### src/rtl/pwmpc_pkg.sv
// ----------------------------------------------------------------------------
// pwmpc_pkg
// Shared widths and the payload that runs down the divider chain.
// ----------------------------------------------------------------------------
package pwmpc_pkg;

    localparam int FREQ_W = 32;   // switching frequency field
    localparam int DUTY_W = 16;   // Q0.16 duty field
    localparam int DIV_W  = 32;   // quotient bits, one cell per bit

    localparam int EXP_OUT_W = 3;
    localparam int CNT_OUT_W = 16;

    // Partial division result handed from cell to cell.
    typedef struct packed {
        logic [FREQ_W-1:0] freq;
        logic [DUTY_W-1:0] duty;
        logic [DIV_W-1:0]  rem;
        logic [DIV_W-1:0]  quo;
    } t_div_data;

endpackage

### src/rtl/pwmpc_div_cell.sv
// ----------------------------------------------------------------------------
// pwmpc_div_cell
// One restoring-division step: shift in a bit of the constant dividend,
// subtract the frequency when it fits, shift the quotient bit in.
// ----------------------------------------------------------------------------
module pwmpc_div_cell #(
    parameter logic DIV_BIT = 1'b0
) (
    input  logic                  i_clk,
    input  logic                  i_rst_n,
    input  logic                  i_ce,
    input  logic                  i_valid,
    input  pwmpc_pkg::t_div_data  i_data,
    output logic                  o_valid,
    output pwmpc_pkg::t_div_data  o_data
);
    import pwmpc_pkg::*;

    logic              r_valid;
    t_div_data         r_data;
    t_div_data         n_data;
    logic [DIV_W:0]    shifted;
    logic [DIV_W:0]    diff;
    logic              take;

    always_comb begin
        shifted = {i_data.rem, DIV_BIT};
        diff    = shifted - {1'b0, i_data.freq};
        take    = (shifted >= {1'b0, i_data.freq});
        n_data      = i_data;
        n_data.rem  = take ? diff[DIV_W-1:0] : shifted[DIV_W-1:0];
        n_data.quo  = {i_data.quo[DIV_W-2:0], take};
    end

    always_ff @(posedge i_clk) begin
        if (!i_rst_n) begin
            r_valid <= 1'b0;
        end else if (i_ce) begin
            r_valid <= i_valid;
        end
    end

    always_ff @(posedge i_clk) begin
        if (i_ce) begin
            r_data <= n_data;
        end
    end

    assign o_valid = r_valid;
    assign o_data  = r_data;

endmodule

### config.mk
export PLATFORM = sky130hd
export DESIGN_NAME = pwmpc_div_cell
export DESIGN_NICKNAME = d
export VERILOG_FILES = /design/src/rtl/pwmpc_pkg.sv /design/src/rtl/pwmpc_div_cell.sv
export SDC_FILE = /design/constraint.sdc
export NUM_CORES = 1
export LEC_CHECK = 0
export BUFFER_PORTS_ARGS = -buffer_cell sky130_fd_sc_hd__buf_2
export CORE_MARGIN = 1.5
export CORE_UTILIZATION = 49
export CTS_CLUSTER_DIAMETER = 40
export DETAILED_ROUTE_END_ITERATION = 8
export PLACE_DENSITY = 0.78
export SLEW_MARGIN = 20
export SYNTH_ARGS = -nofsm -noshare
export SYNTH_HDL_FRONTEND = slang
export SYNTH_SLANG_ARGS = --single-unit
### constraint.sdc
create_clock -name i_clk -period 3.6 [get_ports i_clk]
set_input_delay 0.54 -clock i_clk [delete_from_list [all_inputs] [get_ports i_clk]]
set_output_delay 0.54 -clock i_clk [all_outputs]
set_load 0.1 [all_outputs]
Word level (Yosys, flattened, before mapping)
Cells that the tools add are included.
{"block": "totals", "ff_bits": 113, "latch_bits": 0, "ramBits": 0, "mem_bits_ro": 0, "input_bits": 116, "wordCells": 9, "memories": 0}
{"block": "classes", "n_addsub": 1, "mul": 0, "n_div": 0, "n_lt_le_gt_ge": 1, "n_eq_ne": 0, "n_shift": 0, "n_mux": 1, "bitwise_logic": 0, "reduce_logical": 0}
{"cell": "33-bit by 32-bit greater-or-equal comparator with 1-bit output", "n": 1}
{"cell": "32-bit 2-to-1 mux", "n": 1}
{"cell": "32-bit subtractor", "n": 1}

Logic depth before layout (Yosys ltp)
{"block": "logic_depth", "depth_word": 2, "mapped_depth": 13, "ltp_nobuf": 10}

Worst setup path before layout
No wires, ideal clock.
{"block": "synth_path", "kind": "input to register", "from": "input port i_data[85] in the netlist's numbering", "to": "register r_data (netlist bit o_data[36]) (data pin)", "setup_ns": 0.255, "arrival_time_ns": 2.534, "required_ns": 3.345, "setup_slack_ns": 0.811, "stages": 11, "path_cell_list": "inv_1 -> ha_1 -> and2_1 -> a221o_1 -> o311ai_2 -> a31o_2 -> o2111a_1 -> a21o_1 -> buf_6 -> buf_6 -> o21ai_2"}
{"element": "from (decl)", "line": "pwmpc_div_cell.sv:13", "text": "input pwmpc_pkg::t_div_data i_data,"}
{"element": "to (signal assigned)", "line": "pwmpc_div_cell.sv:45", "text": "r_data <= n_data;"}
{"element": "to (decl)", "line": "pwmpc_div_cell.sv:20", "text": "t_div_data r_data;"}

==> results.tsv <==
stage	metric	value	unit
layout	commonest non-fill, non-tap cell in the layout	buf_2	
power_and_ir_drop	Power Density	663	mW/mm^2
worst_setup_path	CP max stage delay	0.43	ns
sta	Final Hold Violating Endpoints	0	
power_and_ir_drop	Peak VDD IR	0.750	mV
placed_design	port buffer count	227	
synth	Distinct cells, synth	51	
synth	asr flop ratio synth	0	
synth	mapped cell area	0.00580	mm^2
worst_setup_path	Crit Path Class	input pin to register	
power_and_ir_drop	Int Power	3110	uW
clocking	Clock Path Buffers	2	
synth	Synth Area per Inst	12.3	um^2
sta	Setup Skew	0	ns
clocking	clk root buf	clkbuf_16	
die	IO Pins	229	
die	num rows	39	
power_and_ir_drop	P_sw	1990	uW
worst_setup_path	crit path max fanout	5	
clocking	hold_buf cts	0	
synth	Seq cells post-synth	113	
layout	ANT cells	0	
worst_setup_path	crit path cell chain	buf_2 -> ha_1 -> and2_1 -> a221oi_1 -> nand2_1 -> a221o_1 -> a21boi_1 -> o21ai_0 -> xnor2_1 -> o21ai_2	
clocking	Post-CTS Setup Inserts	0	
worst_setup_path	delay-heaviest family, CP	compound AO/OA/AOI/OAI gates	
sta	Final period util	0.774	
sta	# setup viols final	0	
power_and_ir_drop	Comb pwr share	0.334	
die	Die Span Y	112	um
outcome	status	finished, final reports clean	
routing	drt pass-1 iters	5	
worst_setup_path	Crit path required time	3.76	ns
clocking	CTS tree	yes	
layout	most frequent cells in the layout	226 x buf_2, 112 x edfxtp_1, 49 x nand2_1, 41 x inv_1, 32 x ha_1	
global_routing	vias in the first global route	4549	
synth	prevailing post-synth register cell	edfxtp_1	
global_routing	Total GRT Usage	0.233	
synth	Seq/Total Area, Yosys	0.583	
die	Die Footprint	0.0125	mm^2
sta	final setup margin	0.814	ns
sta	crit path time final	2.79	ns
run	Max-Cap Viols	0	
clocking	# clock sinks	113	
clocking	clock buffer count from CTS	17	
global_routing	first-pass GRT wire length	22900	um
routing	DRC Markers	0	
routing	wire per inst	16.6	um
sta	relative slew slack	0.591	
routing	final wirelength	14300	um
clocking	clk slew on worst S/H paths	0.05	ns
global_routing	grt ovf	0	
routing	via/cell ratio	5.29	
synth	Yosys warnings	0	
worst_setup_path	Arrival @ worst endpoint	2.95	ns
synth	Syn Inst Count	471	
clocking	Clock H-tree levels	4	
power_and_ir_drop	Sw Share	0.391	
worst_setup_path	critical path capture point type	register	
sta	FMAX	0.359	GHz
sta	Final Hold Slack	0.304	ns
power_and_ir_drop	Seq pwr share	0.323	
die	Starting Density	0.506	
die	core area	0.0115	mm^2
placed_design	RD Place Congestion	0.848	
sta	RSZ-0062 raised after global routing	false	
power_and_ir_drop	Leak Pwr	0.00350	uW
power_and_ir_drop	clock share of power	0.343	
worst_setup_path	buffers and inverters on the worst path	1	
global_routing	grt met1 use	0.269	
worst_setup_path	Crit-path slowest cell	a221o_1	
placed_design	DP Worst Slack	0.343	ns
layout	number of nets in the final layout	855	
clocking	clock insertion delay at the later pin of the skew report	0.41	ns
routing	via count	4557	
routing	Antenna Violating Nets Remaining	0	
synth	Mapped Nets	620	
clocking	post-CTS sizing	0	
global_routing	largest net degree at the start of global routing	68	
routing	DRT iter0 DRCs	361	
worst_setup_path	startpoint types	input pin	
sta	max-slew violations	0	
layout	area grow syn2layout	32.5	%
global_routing	GRT Max-Usage Layer	met2	
hold_path	HP Class	input pin to register	
sta	Slew @ Worst Pin	0.614	ns
sta	final setup TNS	0	ns
synth	EDFF count, synth	112	
global_routing	initial antenna violation count	1	
global_routing	met3 usage	0.0686	
die	Die X	112	um
layout	share of cells above drive strength 1	0.414	
global_routing	met2 Usage GRT	0.414	
placed_design	hpwl dp	10900	um
## power by group through the flow
stage	logic, uW	registers, uW	clock network (uW)
floorplan	416	2660	0
global placement	1690	1670	0
detailed placement	1700	1670	0
CTS	1710	1650	1770
global route	1780	1660	1820
finish	1700	1650	1750
## sequential cells by signal (all words and copies together), names as in the netlist
register,count
o_data,112
o_valid,1
## synthesized netlist by cell type, types with 2 or more instances
cell	instances	area share
clkbuf_1	7	0.0045
a221o_1	3	0.0052
nor2b_1	4	0.0043
o211a_1	2	0.0035
and3_1	3	0.0032
a31oi_1	2	0.0022
nor3_1	4	0.0035
a21o_1	16	0.021
o21ai_2	30	0.045
nor2_1	18	0.012
o31ai_1	3	0.0039
nand3b_1	4	0.0052
buf_6	6	0.012
o31a_1	2	0.0030
xnor2_1	12	0.018
mux2i_1	2	0.0035
inv_1	41	0.027
ha_1	32	0.069
a21oi_1	27	0.023
a211oi_1	4	0.0052
edfxtp_1	112	0.58
or2_2	2	0.0022
or3_1	2	0.0022
nand3_1	10	0.0086
o21a_1	4	0.0052
and2_1	3	0.0032
xor2_1	16	0.024
nand2b_1	4	0.0043
o21ai_0	12	0.010
o211ai_1	4	0.0052
nand2_1	49	0.032
o21bai_1	5	0.0065
nand4_1	8	0.0086
## path summary, 6_finish.rpt
kind	startpoint	to	slack (ns)	cells past startpoint
setup / recovery	i_data[36]	o_data[54]	0.81	10
hold / removal	i_data[1]	o_data[2]	0.30	1
setup reg to reg	o_valid	o_valid	3.00	2
hold reg to reg	o_valid	o_valid	0.54	2
## logic make-up after synthesis
family,share of synthesized area
compound gates,0.160
simple gates,0.0930
flops,0.583
buf+inv,0.0453
fa+ha+maj,0.0725
xor+xnor,0.0423
mux,0.00345
## stage by stage
step | util | std cells | instance area [um^2] | power [uW]
after floorplan | - | 471 | 5800 | 3080
after global placement | 0.616 | 830 | 7070 | 3360
after detailed placement | 0.616 | 830 | 7070 | 3380
after CTS | 0.670 | 861 | 7680 | 5130
after global routing | 0.670 | 861 | 7680 | 5270
final | 0.670 | 861 | 7680 | 5100
## layer usage
layer | share of wire | routed length [um]
met4 | 0.016 | 230
met2 | 0.52 | 7410
met1 | 0.39 | 5590
met5 | 0.0011 | 15
met3 | 0.071 | 1010
## area by class of cell
cell class / count / area (um^2)
sequential: 113 / 3380
inverter: 41 / 154
clock buffer: 18 / 429
clock inverter: 13 / 185
tap: 143 / 179
timing repair buffer: 230 / 1200
multi-input combinational: 303 / 2150
fill: 873 / 3780
No activity file was read; power rests on OpenSTA's default activity.
