[src/rtl/pwmpc_pkg.sv]
// ----------------------------------------------------------------------------
// pwmpc_pkg
// Shared widths and the payload that runs down the divider chain.
// ----------------------------------------------------------------------------
package pwmpc_pkg;

    localparam int FREQ_W = 32;   // switching frequency field
    localparam int DUTY_W = 16;   // Q0.16 duty field
    localparam int DIV_W  = 32;   // quotient bits, one cell per bit

    localparam int EXP_OUT_W = 3;
    localparam int CNT_OUT_W = 16;

    // Partial division result handed from cell to cell.
    typedef struct packed {
        logic [FREQ_W-1:0] freq;
        logic [DUTY_W-1:0] duty;
        logic [DIV_W-1:0]  rem;
        logic [DIV_W-1:0]  quo;
    } t_div_data;

endpackage

[src/rtl/pwmpc_finish.sv]
// ----------------------------------------------------------------------------
// pwmpc_finish
// Pick the prescale exponent, scale the period by duty, round and clamp.
// ----------------------------------------------------------------------------
module pwmpc_finish #(
    parameter int MAX_PRESCALE_EXP = 7,
    parameter int PERIOD_BITS      = 16
) (
    input  logic                                i_clk,
    input  logic                                i_rst_n,
    input  logic                                i_ce,
    input  logic                                i_valid,
    input  logic [pwmpc_pkg::FREQ_W-1:0]        i_freq,
    input  logic [pwmpc_pkg::DUTY_W-1:0]        i_duty,
    input  logic [pwmpc_pkg::DIV_W-1:0]         i_quo,
    output logic                                o_valid,
    output logic [pwmpc_pkg::EXP_OUT_W-1:0]     o_exp,
    output logic [pwmpc_pkg::CNT_OUT_W-1:0]     o_period,
    output logic [pwmpc_pkg::CNT_OUT_W-1:0]     o_cmp,
    output logic                                o_fallback
);
    import pwmpc_pkg::*;

    localparam int EW = (MAX_PRESCALE_EXP > 1) ? $clog2(MAX_PRESCALE_EXP + 1) : 1;
    localparam int PW = PERIOD_BITS + DUTY_W;
    localparam logic [DIV_W:0] PMAX = ({{DIV_W{1'b0}}, 1'b1} << PERIOD_BITS) - 1'b1;
    localparam logic [DIV_W:0] PMIN = (DIV_W+1)'(3);
    localparam logic [PW:0]    HALF = (PW+1)'(1) << (DUTY_W - 1);

    // Select stage
    logic [EW-1:0]          sel_exp;
    logic [PERIOD_BITS-1:0] sel_period;
    logic                   sel_found;
    logic [DIV_W:0]         shq;

    always_comb begin
        sel_exp    = EW'(MAX_PRESCALE_EXP);
        sel_period = PMAX[PERIOD_BITS-1:0];
        sel_found  = 1'b0;
        // Walk down so the smallest fitting exponent wins.
        for (int e = MAX_PRESCALE_EXP; e >= 0; e--) begin
            shq = {1'b0, i_quo} >> e;
            if (i_freq != '0 && shq >= PMIN && shq <= PMAX) begin
                sel_exp    = EW'(e);
                sel_period = shq[PERIOD_BITS-1:0];
                sel_found  = 1'b1;
            end
        end
    end

    logic                   r_s_valid;
    logic [EW-1:0]          r_s_exp;
    logic [PERIOD_BITS-1:0] r_s_period;
    logic                   r_s_found;
    logic [DUTY_W-1:0]      r_s_duty;

    // Multiply stage
    logic                   r_m_valid;
    logic [EW-1:0]          r_m_exp;
    logic [PERIOD_BITS-1:0] r_m_period;
    logic                   r_m_found;
    logic [PW-1:0]          r_m_prod;

    // Round and clamp into the output register
    logic [PW:0]            rsum;
    logic [PERIOD_BITS:0]   rcmp;
    logic [PERIOD_BITS:0]   n_cmp;

    always_comb begin
        rsum = {1'b0, r_m_prod} + HALF;
        rcmp = rsum[PW:DUTY_W];
        if (rcmp >= {1'b0, r_m_period}) begin
            n_cmp = {1'b0, r_m_period} - 1'b1;
        end else if (rcmp == '0) begin
            n_cmp = (PERIOD_BITS+1)'(1);
        end else begin
            n_cmp = rcmp;
        end
    end

    logic                   r_o_valid;
    logic [EW-1:0]          r_o_exp;
    logic [PERIOD_BITS-1:0] r_o_period;
    logic [PERIOD_BITS:0]   r_o_cmp;
    logic                   r_o_fallback;

    always_ff @(posedge i_clk) begin
        if (!i_rst_n) begin
            r_s_valid <= 1'b0;
            r_m_valid <= 1'b0;
            r_o_valid <= 1'b0;
        end else if (i_ce) begin
            r_s_valid <= i_valid;
            r_m_valid <= r_s_valid;
            r_o_valid <= r_m_valid;
        end
    end

    always_ff @(posedge i_clk) begin
        if (i_ce) begin
            r_s_exp      <= sel_exp;
            r_s_period   <= sel_period;
            r_s_found    <= sel_found;
            r_s_duty     <= i_duty;
            r_m_exp      <= r_s_exp;
            r_m_period   <= r_s_period;
            r_m_found    <= r_s_found;
            r_m_prod     <= PW'(r_s_period) * PW'(r_s_duty);
            r_o_exp      <= r_m_exp;
            r_o_period   <= r_m_period;
            r_o_cmp      <= n_cmp;
            r_o_fallback <= !r_m_found;
        end
    end

    assign o_valid    = r_o_valid;
    assign o_exp      = EXP_OUT_W'(r_o_exp);
    assign o_period   = CNT_OUT_W'(r_o_period);
    assign o_cmp      = CNT_OUT_W'(r_o_cmp);
    assign o_fallback = r_o_fallback;

endmodule

[config.mk]
export PLATFORM = sky130hd
export DESIGN_NAME = pwmpc_finish
export DESIGN_NICKNAME = d
export VERILOG_FILES = /design/src/rtl/pwmpc_pkg.sv /design/src/rtl/pwmpc_finish.sv
export SDC_FILE = /design/constraint.sdc
export NUM_CORES = 1
export LEC_CHECK = 0
export ABC_AREA = 1
export ABC_CLOCK_PERIOD_IN_PS = 8050
export BUFFER_PORTS_ARGS = -buffer_cell sky130_fd_sc_hd__buf_4
export CAP_MARGIN = 15
export CORE_MARGIN = 2
export CORE_UTILIZATION = 40
export CTS_BUF_LIST = sky130_fd_sc_hd__clkbuf_2 sky130_fd_sc_hd__clkbuf_4 sky130_fd_sc_hd__clkbuf_8
export DETAILED_ROUTE_END_ITERATION = 7
export HOLD_SLACK_MARGIN = 0.03
export PLACE_DENSITY = 0.58
export SYNTH_ARGS = -nofsm -noshare
export SYNTH_HDL_FRONTEND = slang
export SYNTH_SLANG_ARGS = --single-unit
[constraint.sdc]
create_clock -name i_clk -period 8.05 [get_ports i_clk]
set_clock_uncertainty 0.2 [all_clocks]
set_input_delay 1.61 -clock i_clk [delete_from_list [all_inputs] [get_ports i_clk]]
set_output_delay 1.61 -clock i_clk [all_outputs]
set_load 0.05 [all_outputs]
* Word-level counts from Yosys, hierarchy flattened *
Cells that the tools add are included.

storage, ports and cells
  register bits after elaboration = 127
  logic and storage cells = 76

cells by class
  mux-type cells = 17
  reduce and logical (&&, ||, !) cells = 22
  add/sub/neg operators = 2
  $mul = 1
  magnitude comparators = 17

operators by type and width
  kind                                                                                  number
  16-bit two-way mux                                                                    10
  32-bit by 16-bit adder with 33-bit output, second input constant                      1
  32-bit by 2-bit greater-or-equal comparator with 1-bit output, second input constant  1
  32-bit by 16-bit <= comparator with 1-bit output, second input constant               1
  16-bit by 16-bit multiplier with 32-bit output                                        1
  32-bit nonzero test                                                                   1
  31-bit by 2-bit greater-or-equal comparator with 1-bit output, second input constant  1
  31-bit by 16-bit <= comparator with 1-bit output, second input constant               1
  30-bit by 2-bit greater-or-equal comparator with 1-bit output, second input constant  1
  30-bit by 16-bit <= comparator with 1-bit output, second input constant               1
  29-bit by 2-bit greater-or-equal comparator with 1-bit output, second input constant  1
  29-bit by 16-bit <= comparator with 1-bit output, second input constant               1
  28-bit by 2-bit greater-or-equal comparator with 1-bit output, second input constant  1
  28-bit by 16-bit <= comparator with 1-bit output, second input constant               1
  27-bit by 2-bit greater-or-equal comparator with 1-bit output, second input constant  1
  27-bit by 16-bit <= comparator with 1-bit output, second input constant               1
  26-bit by 2-bit greater-or-equal comparator with 1-bit output, second input constant  1
  26-bit by 16-bit <= comparator with 1-bit output, second input constant               1
  25-bit by 2-bit greater-or-equal comparator with 1-bit output, second input constant  1
  25-bit by 16-bit <= comparator with 1-bit output, second input constant               1
  17-bit by 16-bit greater-or-equal comparator with 1-bit output                        1
  17-bit logical NOT                                                                    1
  1-bit logical AND                                                                     16
  16-bit by 1-bit subtractor with 16-bit output, second input constant                  1
  6 further kinds                                                                       11

* Depth between registers and ports, before layout *
Gate-level depths: netlist (run 1).

  depth after elaboration = 11
  gate-level depth with buffers = 28
  mapped depth without buffers = 26

* Least setup slack after synthesis (run 1) *
Ideal clock, no wire load.

  path type = register to register
  start = reg r_s_duty[15]
  end = reg r_m_prod[24] (data pin)
  clock period less this slack = 5957 ps
  cell stages (with the launch flop) = 20
  arrival = 5498 ps
  data required time = 7591 ps
  path slack = 2093 ps
  path buffers = 2
  cell sequence = edfxtp_1 clkbuf_1 clkbuf_1 nand2_1 fa_1 fa_1 inv_1 fa_1 fa_1 fa_1 inv_1 fa_1 inv_1 ha_1 nand2_1 nor2_1 inv_1 o41ai_1 a21oi_1 xnor2_1

on the way
  cells in the longest elaborated chain, start to end = 1

ends and longest elaborated chain
  element                                         RTL line             source
  start, declared                                 pwmpc_finish.sv:55   logic [DUTY_W-1:0] r_s_duty;
  start signal, assigned                          pwmpc_finish.sv:104  r_s_duty <= i_duty;
  16-bit by 16-bit multiplier with 32-bit output  pwmpc_finish.sv:108  r_m_prod <= PW'(r_s_period) * PW'(r_s_duty);
  end signal, assigned                            pwmpc_finish.sv:108
  end, declared                                   pwmpc_finish.sv:62   logic [PW-1:0] r_m_prod;

Every way passes these cells.
A chain may end at the register's enable or synchronous reset.

* Worst setup path in the final report (run 1) *
  start = reg r_s_period[1]
  end = reg r_m_prod[30] (data pin)

on the way
  cells in the longest elaborated chain, start to end = 1

ends and longest elaborated chain
  element                                         RTL line             source
  start, declared                                 pwmpc_finish.sv:53   logic [PERIOD_BITS-1:0] r_s_period;
  start signal, assigned                          pwmpc_finish.sv:102  r_s_period <= sel_period;
  16-bit by 16-bit multiplier with 32-bit output  pwmpc_finish.sv:108

Every way passes these cells.

==> summary.md, run 1 <==
| Metric | Value |
|---|---|
| Outcome | `completed` |
| Synth Warn # | `0` |
| Nets@finish | `2,416` |
| Top cells by area, synth | `fa_1, edfxtp_1, nand2_1` |
| Worst Tran Pin Value | `1.075 ns` |
| Mux cell area share after synthesis | `0%` |
| Synth cell types | `48` |
| Synth Register Bits | `112` |
| Share of cells above drive strength 1 | `8.988%` |
| Post-Synth Adder-Cell Area | `34.89%` |
| Clock root buffer | `clkbuf_8` |
| CTS buffer count | `9` |
| Post-DP HPWL | `32,010 um` |
| Crit. End Element | `register` |
| Hold-fix buffers, CTS | `0` |
| Total nets after synthesis | `2,366` |
| Die W | `199.8 um` |
| Initial DRT Pass Iterations | `5` |
| Post-synth top area share | `25.19%` |
| Largest net degree at the start of global routing | `70` |
| Via density | `4.895` |
| Area leader, netlist | `fa_1` |
| Htree depth | `3` |
| GPL Wtd Cong | `0.9181` |
| # diodes | `0` |
| Starting Density | `40.63%` |
| Area fraction in and, or, nand and nor cells after synthesis | `20.51%` |
| WP data arrival | `6.46 ns` |
| Core area | `0.03776 mm^2` |
| CTS max path bufs | `2` |
| Synth Area per Inst | `7.787 um^2` |
| Number of global-route vias before repair | `12,530` |
| Post-CTS Setup Repair Bufs | `0` |
| Filler Cell Count | `3,778` |
| Crit-path max FO | `17` |
| Post-Synth XOR/XNOR Area | `1.998%` |
| Largest family of logic cells by synthesized area | `adder cells` |
| Endpoints failing setup | `0` |
| Hold WC Path Type | `register to register` |
| Clk slew on worst S/H paths | `0.13 ns` |
| Clock Sinks | `112` |
| Post_cts resized | `0` |
| Routed Antenna Nets | `0` |
| First-pass GRT wire length | `65,950 um` |
| Worst Path Required | `8.05 ns` |
| Initial antenna violation count | `0` |
| Global route overflow | `0` |
| Fin. max-slew vios | `0` |
| Boundary pin count | `121` |
| Routed WL | `40,860 um` |
| Rows | `71` |
| Compound-Gate Fraction of Synth Area | `6.582%` |
| Fmax | `0.1548 GHz` |
| DR iter-0 viols | `922` |
| RSZ-0062 raised after global routing | `no` |
| WS Path Type | `register to register` |
| Async SR Flop Fraction | `0%` |
| CTS tree | `yes` |
| Number of remaining DRC errors | `0` |
| Number of flops mapped to enable cells by yosys | `109` |
| Final Hold Fails | `0` |
| Worst setup SP type | `register` |
| Clock Latency Late Sink | `0.43 ns` |
| Die ar. | `0.03993 mm^2` |
| Fin area | `0.01674 mm^2` |
| Placed Area | `0.01654 mm^2` |
| Most used DFF post-synth | `edfxtp_1` |
| Die Height | `199.8 um` |
| Layout area overhead | `9.110%` |
| Drt wl/cell | `16.11 um` |
| Max_slew headroom | `28.06%` |
| PortBufs | `120` |
| Post-synthesis cell count | `1,970` |
| Sequential area share after synthesis | `21.73%` |
| Mapped Area | `0.01534 mm^2` |
| Post-Route Setup TNS | `0 ns` |
| Via Count | `12,410` |
| Final min period | `6.460 ns` |
| Final cycle utilization of the critical path | `80.25%` |
| Total track usage | `21.34%` |
| Max-Cap Viols | `0` |
-- registers in the layout, indices dropped and copies added (netlist names), 3 cells and up --
register    cells
r_s_exp         3
r_m_exp         3
r_m_period     16
o_period       16
o_exp           3
r_m_prod       17
r_s_period     16
r_s_duty       16
r_o_cmp        16
-- worst max-delay path: stages, from the launching register on --
cell	delay, ns
edfxtp_1	0.97
nand2_1	0.19
fa_1	0.54
fa_1	0.54
inv_1	0.06
fa_1	0.52
fa_1	0.52
fa_1	0.54
inv_1	0.05
fa_1	0.52
inv_1	0.04
ha_1	0.36
a21oi_1	0.17
inv_1	0.07
a31oi_1	0.21
o21ai_0	0.16
a221oi_1	0.37
nand2_1	0.09
nand2_1	0.07
nand2_1	0.04
-- worst paths after layout --
| path | start | slack, ns | cells after the start | endpoint |
|---|---|---|---|---|
| max | r_s_period[1]$_DFFE_PP_ | 1.59 | 19 | r_m_prod[30]$_DFFE_PP_ |
| min reg2reg | r_s_exp[0]$_SDFFCE_PP0P_ | 0.23 | 0 | r_m_exp[0]$_DFFE_PP_ |
| min | r_s_exp[0]$_SDFFCE_PP0P_ | 0.23 | 0 | r_m_exp[0]$_DFFE_PP_ |
| max reg2reg | r_s_period[1]$_DFFE_PP_ | 1.59 | 19 | r_m_prod[30]$_DFFE_PP_ |
-- Yosys cell counts, types with 2 or more instances --
cell type and n:
nand3_2 2, nand2_2 3, o21a_1 7, a31oi_1 10
fa_1 193, clkbuf_1 69, dfxtp_1 3, xnor2_1 7
nand3b_1 4, nor2_2 14, inv_2 8, buf_4 2
a21oi_1 88, o211ai_1 2, nand4_1 19, nand2_4 3
nand2_1 505, inv_1 475, nand3_1 70, nor2_1 111
a21oi_2 3, xor2_1 28, ha_1 119, buf_1 2
and2_1 2, nor3_1 14, buf_6 2, edfxtp_1 109
buf_2 10, o21ai_0 67, nor4_4 2
-- metal layers --
metal	vias to the layer above	GRT usage [%]	share of wire, %
met4	0	5.460	2.3
met2	430	36.42	48
met3	61	3.041	6.4
met5	-	0	0
li1	6030	-	-
met1	5893	28.57	44
-- area by class of cell --
cell class	instances	area, um^2	area share (%)
inverter	484	1818	10.86
tap	511	639.4	3.820
sequential	112	3333	19.91
timing repair buffer	125	938.4	5.606
clock buffer	9	123.9	0.7400
multi-input combinational	1288	9816	58.64
clock inverter	7	70.07	0.4186
-- layout by cell type (no fill, tap or decap), types with 2 or more instances in the layout --
| master | n |
|---|---|
| a21oi_1 | 88 |
| a21oi_2 | 3 |
| a31oi_1 | 10 |
| and2_1 | 2 |
| buf_4 | 125 |
| clkbuf_8 | 9 |
| clkinv_2 | 2 |
| clkinv_4 | 2 |
| dfxtp_1 | 3 |
| edfxtp_1 | 109 |
| fa_1 | 193 |
| ha_1 | 119 |
| inv_1 | 475 |
| inv_2 | 8 |
| inv_8 | 2 |
| nand2_1 | 505 |
| nand2_2 | 3 |
| nand2_4 | 3 |
| nand3_1 | 70 |
| nand3_2 | 2 |
| nand3b_1 | 4 |
| nand4_1 | 19 |
| nor2_1 | 111 |
| nor2_2 | 14 |
| nor3_1 | 14 |
| nor4_4 | 2 |
| o211ai_1 | 2 |
| o21a_1 | 7 |
| o21ai_0 | 67 |
| xnor2_1 | 7 |
| xor2_1 | 28 |
-- per-stage QoR --
stage / worst slack [ns] / util (%) / std cells / hold slack (ns)
after global placement: 1.672 / 43.82 / 2520 / 0.2033
after floorplan: 2.093 / - / 1970 / 0.2003
after global routing: 1.192 / 44.33 / 2536 / 0.2384
after detailed placement: 1.600 / 43.82 / 2520 / 0.2057
final: 1.590 / 44.33 / 2536 / 0.2294
after CTS: 1.585 / 44.33 / 2536 / 0.2326
-- cells by family after synthesis --
kind of cell,after synthesis
AOI/OAI and AO/OA,186
and+or+nand+nor,755
xor gates and xnor gates,35
adders and majority gates,312
DFF,112
buffers and inverters,570
Power of run 1 is left out: the tool's default activity adds up to more than one toggle a clock period on the data nets, which glitch-free logic cannot reach.
==> run 2, diff against run 1 <==
ABC_AREA = 0   (was 1)
ABC_CLOCK_PERIOD_IN_PS = 5300   (was 8050)
PLACE_DENSITY = 0.6   (was 0.58)
clock period = 5.3 ns   (was 8.05 ns; I/O delays follow)
==> summary.md, run 2 <==
| Metric | Value |
|---|---|
| Outcome | `finished with violations (was completed)` |
| Violated checks | `setup timing` |
| Routed WL | `34,080 um (was 40,860 um)` |
| # diodes | `0 (unchanged)` |
| Number of global-route vias before repair | `11,160 (was 12,530)` |
| Starting Density | `40.81% (was 40.63%)` |
| PortBufs | `120 (unchanged)` |
| RSZ-0062 raised after global routing | `yes (was no)` |
| RR Endpoint | `r_m_prod[28]$_DFFE_PP_ (was r_m_prod[30]$_DFFE_PP_)` |
| Initial antenna violation count | `0 (unchanged)` |
| Die ar. | `0.03685 mm^2 (was 0.03993 mm^2)` |
| Critical Path, Cell by Cell | `buf_4 > and2_1 > fa_1 > fa_1 > fa_1 > fa_1 > fa_1 > inv_1 > fa_1 > inv_1 > ha_4 > and3_4 > a221oi_4 > inv_2 > a2bb2oi_4 > nand2_2 > a211o_1 > a21o_1 > a21oi_2 > xnor2_1 (was nand2_1 > fa_1 > fa_1 > inv_1 > fa_1 > fa_1 > fa_1 > inv_1 > fa_1 > inv_1 > ha_1 > a21oi_1 > inv_1 > a31oi_1 > o21ai_0 > a221oi_1 > nand2_1 > nand2_1 > nand2_1)` |
| Sequential area share after synthesis | `23.59% (was 21.73%)` |
| Slowest CP cell | `fa_1 (was edfxtp_1)` |
| Core area | `0.03463 mm^2 (was 0.03776 mm^2)` |
| Rows | `68 (was 71)` |
| Final min period | `6.121 ns (was 6.460 ns)` |
| Layout Cells excl Fill | `2,121 (was 2,536)` |
| Fin area | `0.01696 mm^2 (was 0.01674 mm^2)` |
| CTS buffer count | `9 (unchanged)` |
| Nets@finish | `2,057 (was 2,416)` |
| Number of flops mapped to enable cells by yosys | `109 (unchanged)` |
| Largest net degree at the start of global routing | `52 (was 70)` |
| Commonest cells after routing, fill and taps aside | `inv_1, buf_4, fa_1 (was nand2_1, inv_1, fa_1)` |
| Commonest non-fill, non-tap cell in the layout | `inv_1 (was nand2_1)` |
| Fmax | `0.1634 GHz (was 0.1548 GHz)` |
| Fin. max-slew vios | `0 (unchanged)` |
| Cells after DPL | `2,089 (was 2,520)` |
| Multi-input logic area | `0.009778 mm^2 (was 0.009816 mm^2)` |
| Synth cell types | `73 (was 48)` |
| Hold WC Path Type | `register to register (unchanged)` |
| Reg2reg path depth | `20 (was 19)` |
| Mapped Area | `0.01413 mm^2 (was 0.01534 mm^2)` |
| Layout area overhead | `20.00% (was 9.110%)` |
| Commonest cells in the synthesized netlist | `inv_1, fa_1, nand2_1, ha_1, and2_1 (was nand2_1, inv_1, fa_1, ha_1, nor2_1)` |
| Total power | `12.28 mW` |
| Max_slew headroom | `37.84% (was 28.06%)` |
| Boundary pin count | `121 (unchanged)` |
| Initial DRT Pass Iterations | `5 (unchanged)` |
| Max FFs per register | `17 (unchanged)` |
| Worst r2r src | `r_s_period[4]$_DFFE_PP_ (was r_s_period[1]$_DFFE_PP_)` |
| Power per cell area | `724.4 mW/mm^2` |
| First-pass GRT wire length | `56,640 um (was 65,950 um)` |
| Worst Tran Pin Value | `0.9295 ns (was 1.075 ns)` |
| Final WS setup | `-0.8214 ns (was 1.590 ns)` |
| Routed Antenna Nets | `0 (unchanged)` |
| Max incr delay on CP | `0.56 ns (was 0.97 ns)` |
| FF/Latch Area | `0.003333 mm^2 (unchanged)` |
| Post-DP HPWL | `28,030 um (was 32,010 um)` |
| Post-synth top area share | `27.34% (was 25.19%)` |
| CTS max path bufs | `2 (unchanged)` |
| Flop-to-flop setup slack | `-0.82 ns (was 1.59 ns)` |
| Final Hold Fails | `0 (unchanged)` |
| Hold Path Origin | `r_m_exp[0]$_DFFE_PP_ (was r_s_exp[0]$_SDFFCE_PP0P_)` |
| Post-synthesis cell count | `1,451 (was 1,970)` |
| Top cells by area, synth | `fa_1, edfxtp_1, ha_1 (was fa_1, edfxtp_1, nand2_1)` |
| Worst Path Required | `5.26 ns (was 8.05 ns)` |
| Endpoints failing setup | `17 (was 0)` |
| Via density | `5.040 (was 4.895)` |
| Via Count | `10,690 (was 12,410)` |
| Top reg by flops | `r_m_prod (unchanged)` |
| Clock root buffer | `clkbuf_8 (unchanged)` |
| Most frequent CP cell | `fa_1 (unchanged)` |
| WP data arrival | `6.08 ns (was 6.46 ns)` |
| Total track usage | `19.51% (was 21.34%)` |
| Filler Cell Count | `3,190 (was 3,778)` |
| Max-Cap Viols | `0 (unchanged)` |
| Total leakage power | `7.869 nW` |
| Clock Latency Late Sink | `0.42 ns (was 0.43 ns)` |
| Crit. End Element | `register (unchanged)` |
| Top-count cell post-synth | `inv_1 (was nand2_1)` |
| GPL Wtd Cong | `0.8815 (was 0.9181)` |
| Synth Area per Inst | `9.739 um^2 (was 7.787 um^2)` |
| DR iter-0 viols | `514 (was 922)` |
| Final cycle utilization of the critical path | `115.5% (was 80.25%)` |
| Area leader, netlist | `fa_1 (unchanged)` |
| Placed Area | `0.01643 mm^2 (was 0.01654 mm^2)` |
| Crit-path max FO | `5 (was 17)` |
| Die W | `192.0 um (was 199.8 um)` |
| CTS tree | `yes (unchanged)` |
| Synth Register Bits | `112 (unchanged)` |
| WS Path Type | `register to register (unchanged)` |
| Number of remaining DRC errors | `0 (unchanged)` |
| Final Util | `48.97% (was 44.33%)` |
| Hold-fix buffers, CTS | `0 (unchanged)` |
| Hold Path Depth | `0 (unchanged)` |
| Async SR Flop Fraction | `0% (unchanged)` |
| Global route overflow | `0 (unchanged)` |
| Most used DFF post-synth | `edfxtp_1 (unchanged)` |
| Share of cells above drive strength 1 | `22.39% (was 8.988%)` |
| Htree depth | `3 (unchanged)` |
| Clock Sinks | `112 (unchanged)` |
| Drt wl/cell | `16.07 um (was 16.11 um)` |
| Die Height | `192.0 um (was 199.8 um)` |
| Hold EP | `o_exp[0]$_DFFE_PP_ (was r_m_exp[0]$_DFFE_PP_)` |
| Total nets after synthesis | `1,847 (was 2,366)` |
| Worst vdd ir | `683.1 uV` |
| Synth Warn # | `0 (unchanged)` |
| Clk slew on worst S/H paths | `0.13 ns (about the same)` |
| Worst setup SP type | `register (unchanged)` |
[run 2: changes by cell type in the layout (fill, tap and decap cells not counted), sizes merged, moves of 19 or more]
cell   delta
a21oi    -69
and2    +115
buf     +137
inv     -212
mux2i    +21
nand2   -326
nand3    -43
nor2     -81
o21ai    -19
xnor2    +23
[run 2: worst max path at each step]
stage | startpoint | endpoint | slack [ns] | cells after the start
2_1_floorplan | r_s_duty[4]$_DFFE_PP_ | r_m_prod[28]$_DFFE_PP_ | -0.56 | 22
3_3_place_gp | r_s_duty[5]$_DFFE_PP_ | r_m_prod[28]$_DFFE_PP_ | -0.85 | 19
3_5_place_dp | r_s_duty[6]$_DFFE_PP_ | r_m_prod[28]$_DFFE_PP_ | -0.96 | 20
4_1_cts | r_s_duty[6]$_DFFE_PP_ | r_m_prod[28]$_DFFE_PP_ | -0.82 | 22
5_1_grt | r_s_period[6]$_DFFE_PP_ | r_m_prod[28]$_DFFE_PP_ | -1.03 | 24
6_report | r_s_period[4]$_DFFE_PP_ | r_m_prod[28]$_DFFE_PP_ | -0.82 | 20
[run 2: layout make-up]
| type | instances | share of cell area, % |
|---|---|---|
| inverters | 271 | 5.999 |
| flip-flops and latches | 112 | 19.66 |
| clock buffers | 10 | 0.7747 |
| multi-input cells | 1005 | 57.66 |
| well taps | 455 | 3.357 |
| repair buffers | 262 | 12.06 |
| clock inverters | 6 | 0.4870 |
[run 2: through the flow]
| stage | setup WS (ns) | hold WS, ns | setup TNS, ns |
|---|---|---|---|
| after floorplan | -0.5645 | 0.2003 | -4.947 |
| after global placement | -0.8522 | 0.2085 | -11.19 |
| after detailed placement | -0.9638 | 0.2088 | -12.29 |
| after CTS | -0.8156 | 0.2381 | -11.01 |
| after global routing | -1.033 | 0.2409 | -14.72 |
| final | -0.8214 | 0.2390 | -10.98 |
[run 2: per-layer routing]
| metal | wire, um | share of wire, % | up-vias | track usage (%) |
|---|---|---|---|---|
| li1 | - | - | 5118 | - |
| met1 | 15470 | 45 | 5225 | 26.53 |
| met2 | 16260 | 48 | 315 | 33.00 |
| met3 | 1798 | 5.3 | 32 | 2.905 |
| met4 | 539 | 1.6 | 0 | 4.201 |
| met5 | 0 | 0 | - | 0 |
[run 2: logic make-up after synthesis]
group / count (synthesis) / synth area share (%)
simple gates: 461 / 16.50
buf+inv: 334 / 9.164
fa+ha+maj: 312 / 37.88
compound gates: 163 / 8.341
flops: 112 / 23.59
xor+xnor: 44 / 2.727
mux: 25 / 1.806
[run 2: report_power, final]
group	leakage [nW]	switching [mW]	internal [mW]	total, mW
clock	0.111	0.344	0.236	0.580
sequential	1.10	0.114	1.48	1.60
combinational	6.66	4.93	5.17	10.1
[run 2: timing repair]
| item | in CTS | in global routing |
|---|---|---|
| pin swaps | 35 | 20 |
| setup endpoints to repair | 17 | 17 |
| setup buffers | 12 | 5 |
| resized for setup | 35 | 21 |
[run 2: worst max-delay path, delay by kind of cell (launching register included)]
family / cells / cell delay, ns
XOR/XNOR: 1 / 0.07
AND/OR/NAND/NOR: 3 / 0.43
adder cells (fa/ha/maj): 7 / 3.22
AO/OA/AOI/OAI: 5 / 1.03
buffers and inverters: 4 / 0.38
flip-flops: 1 / 0.53
(Power assumes the default switching activity.)
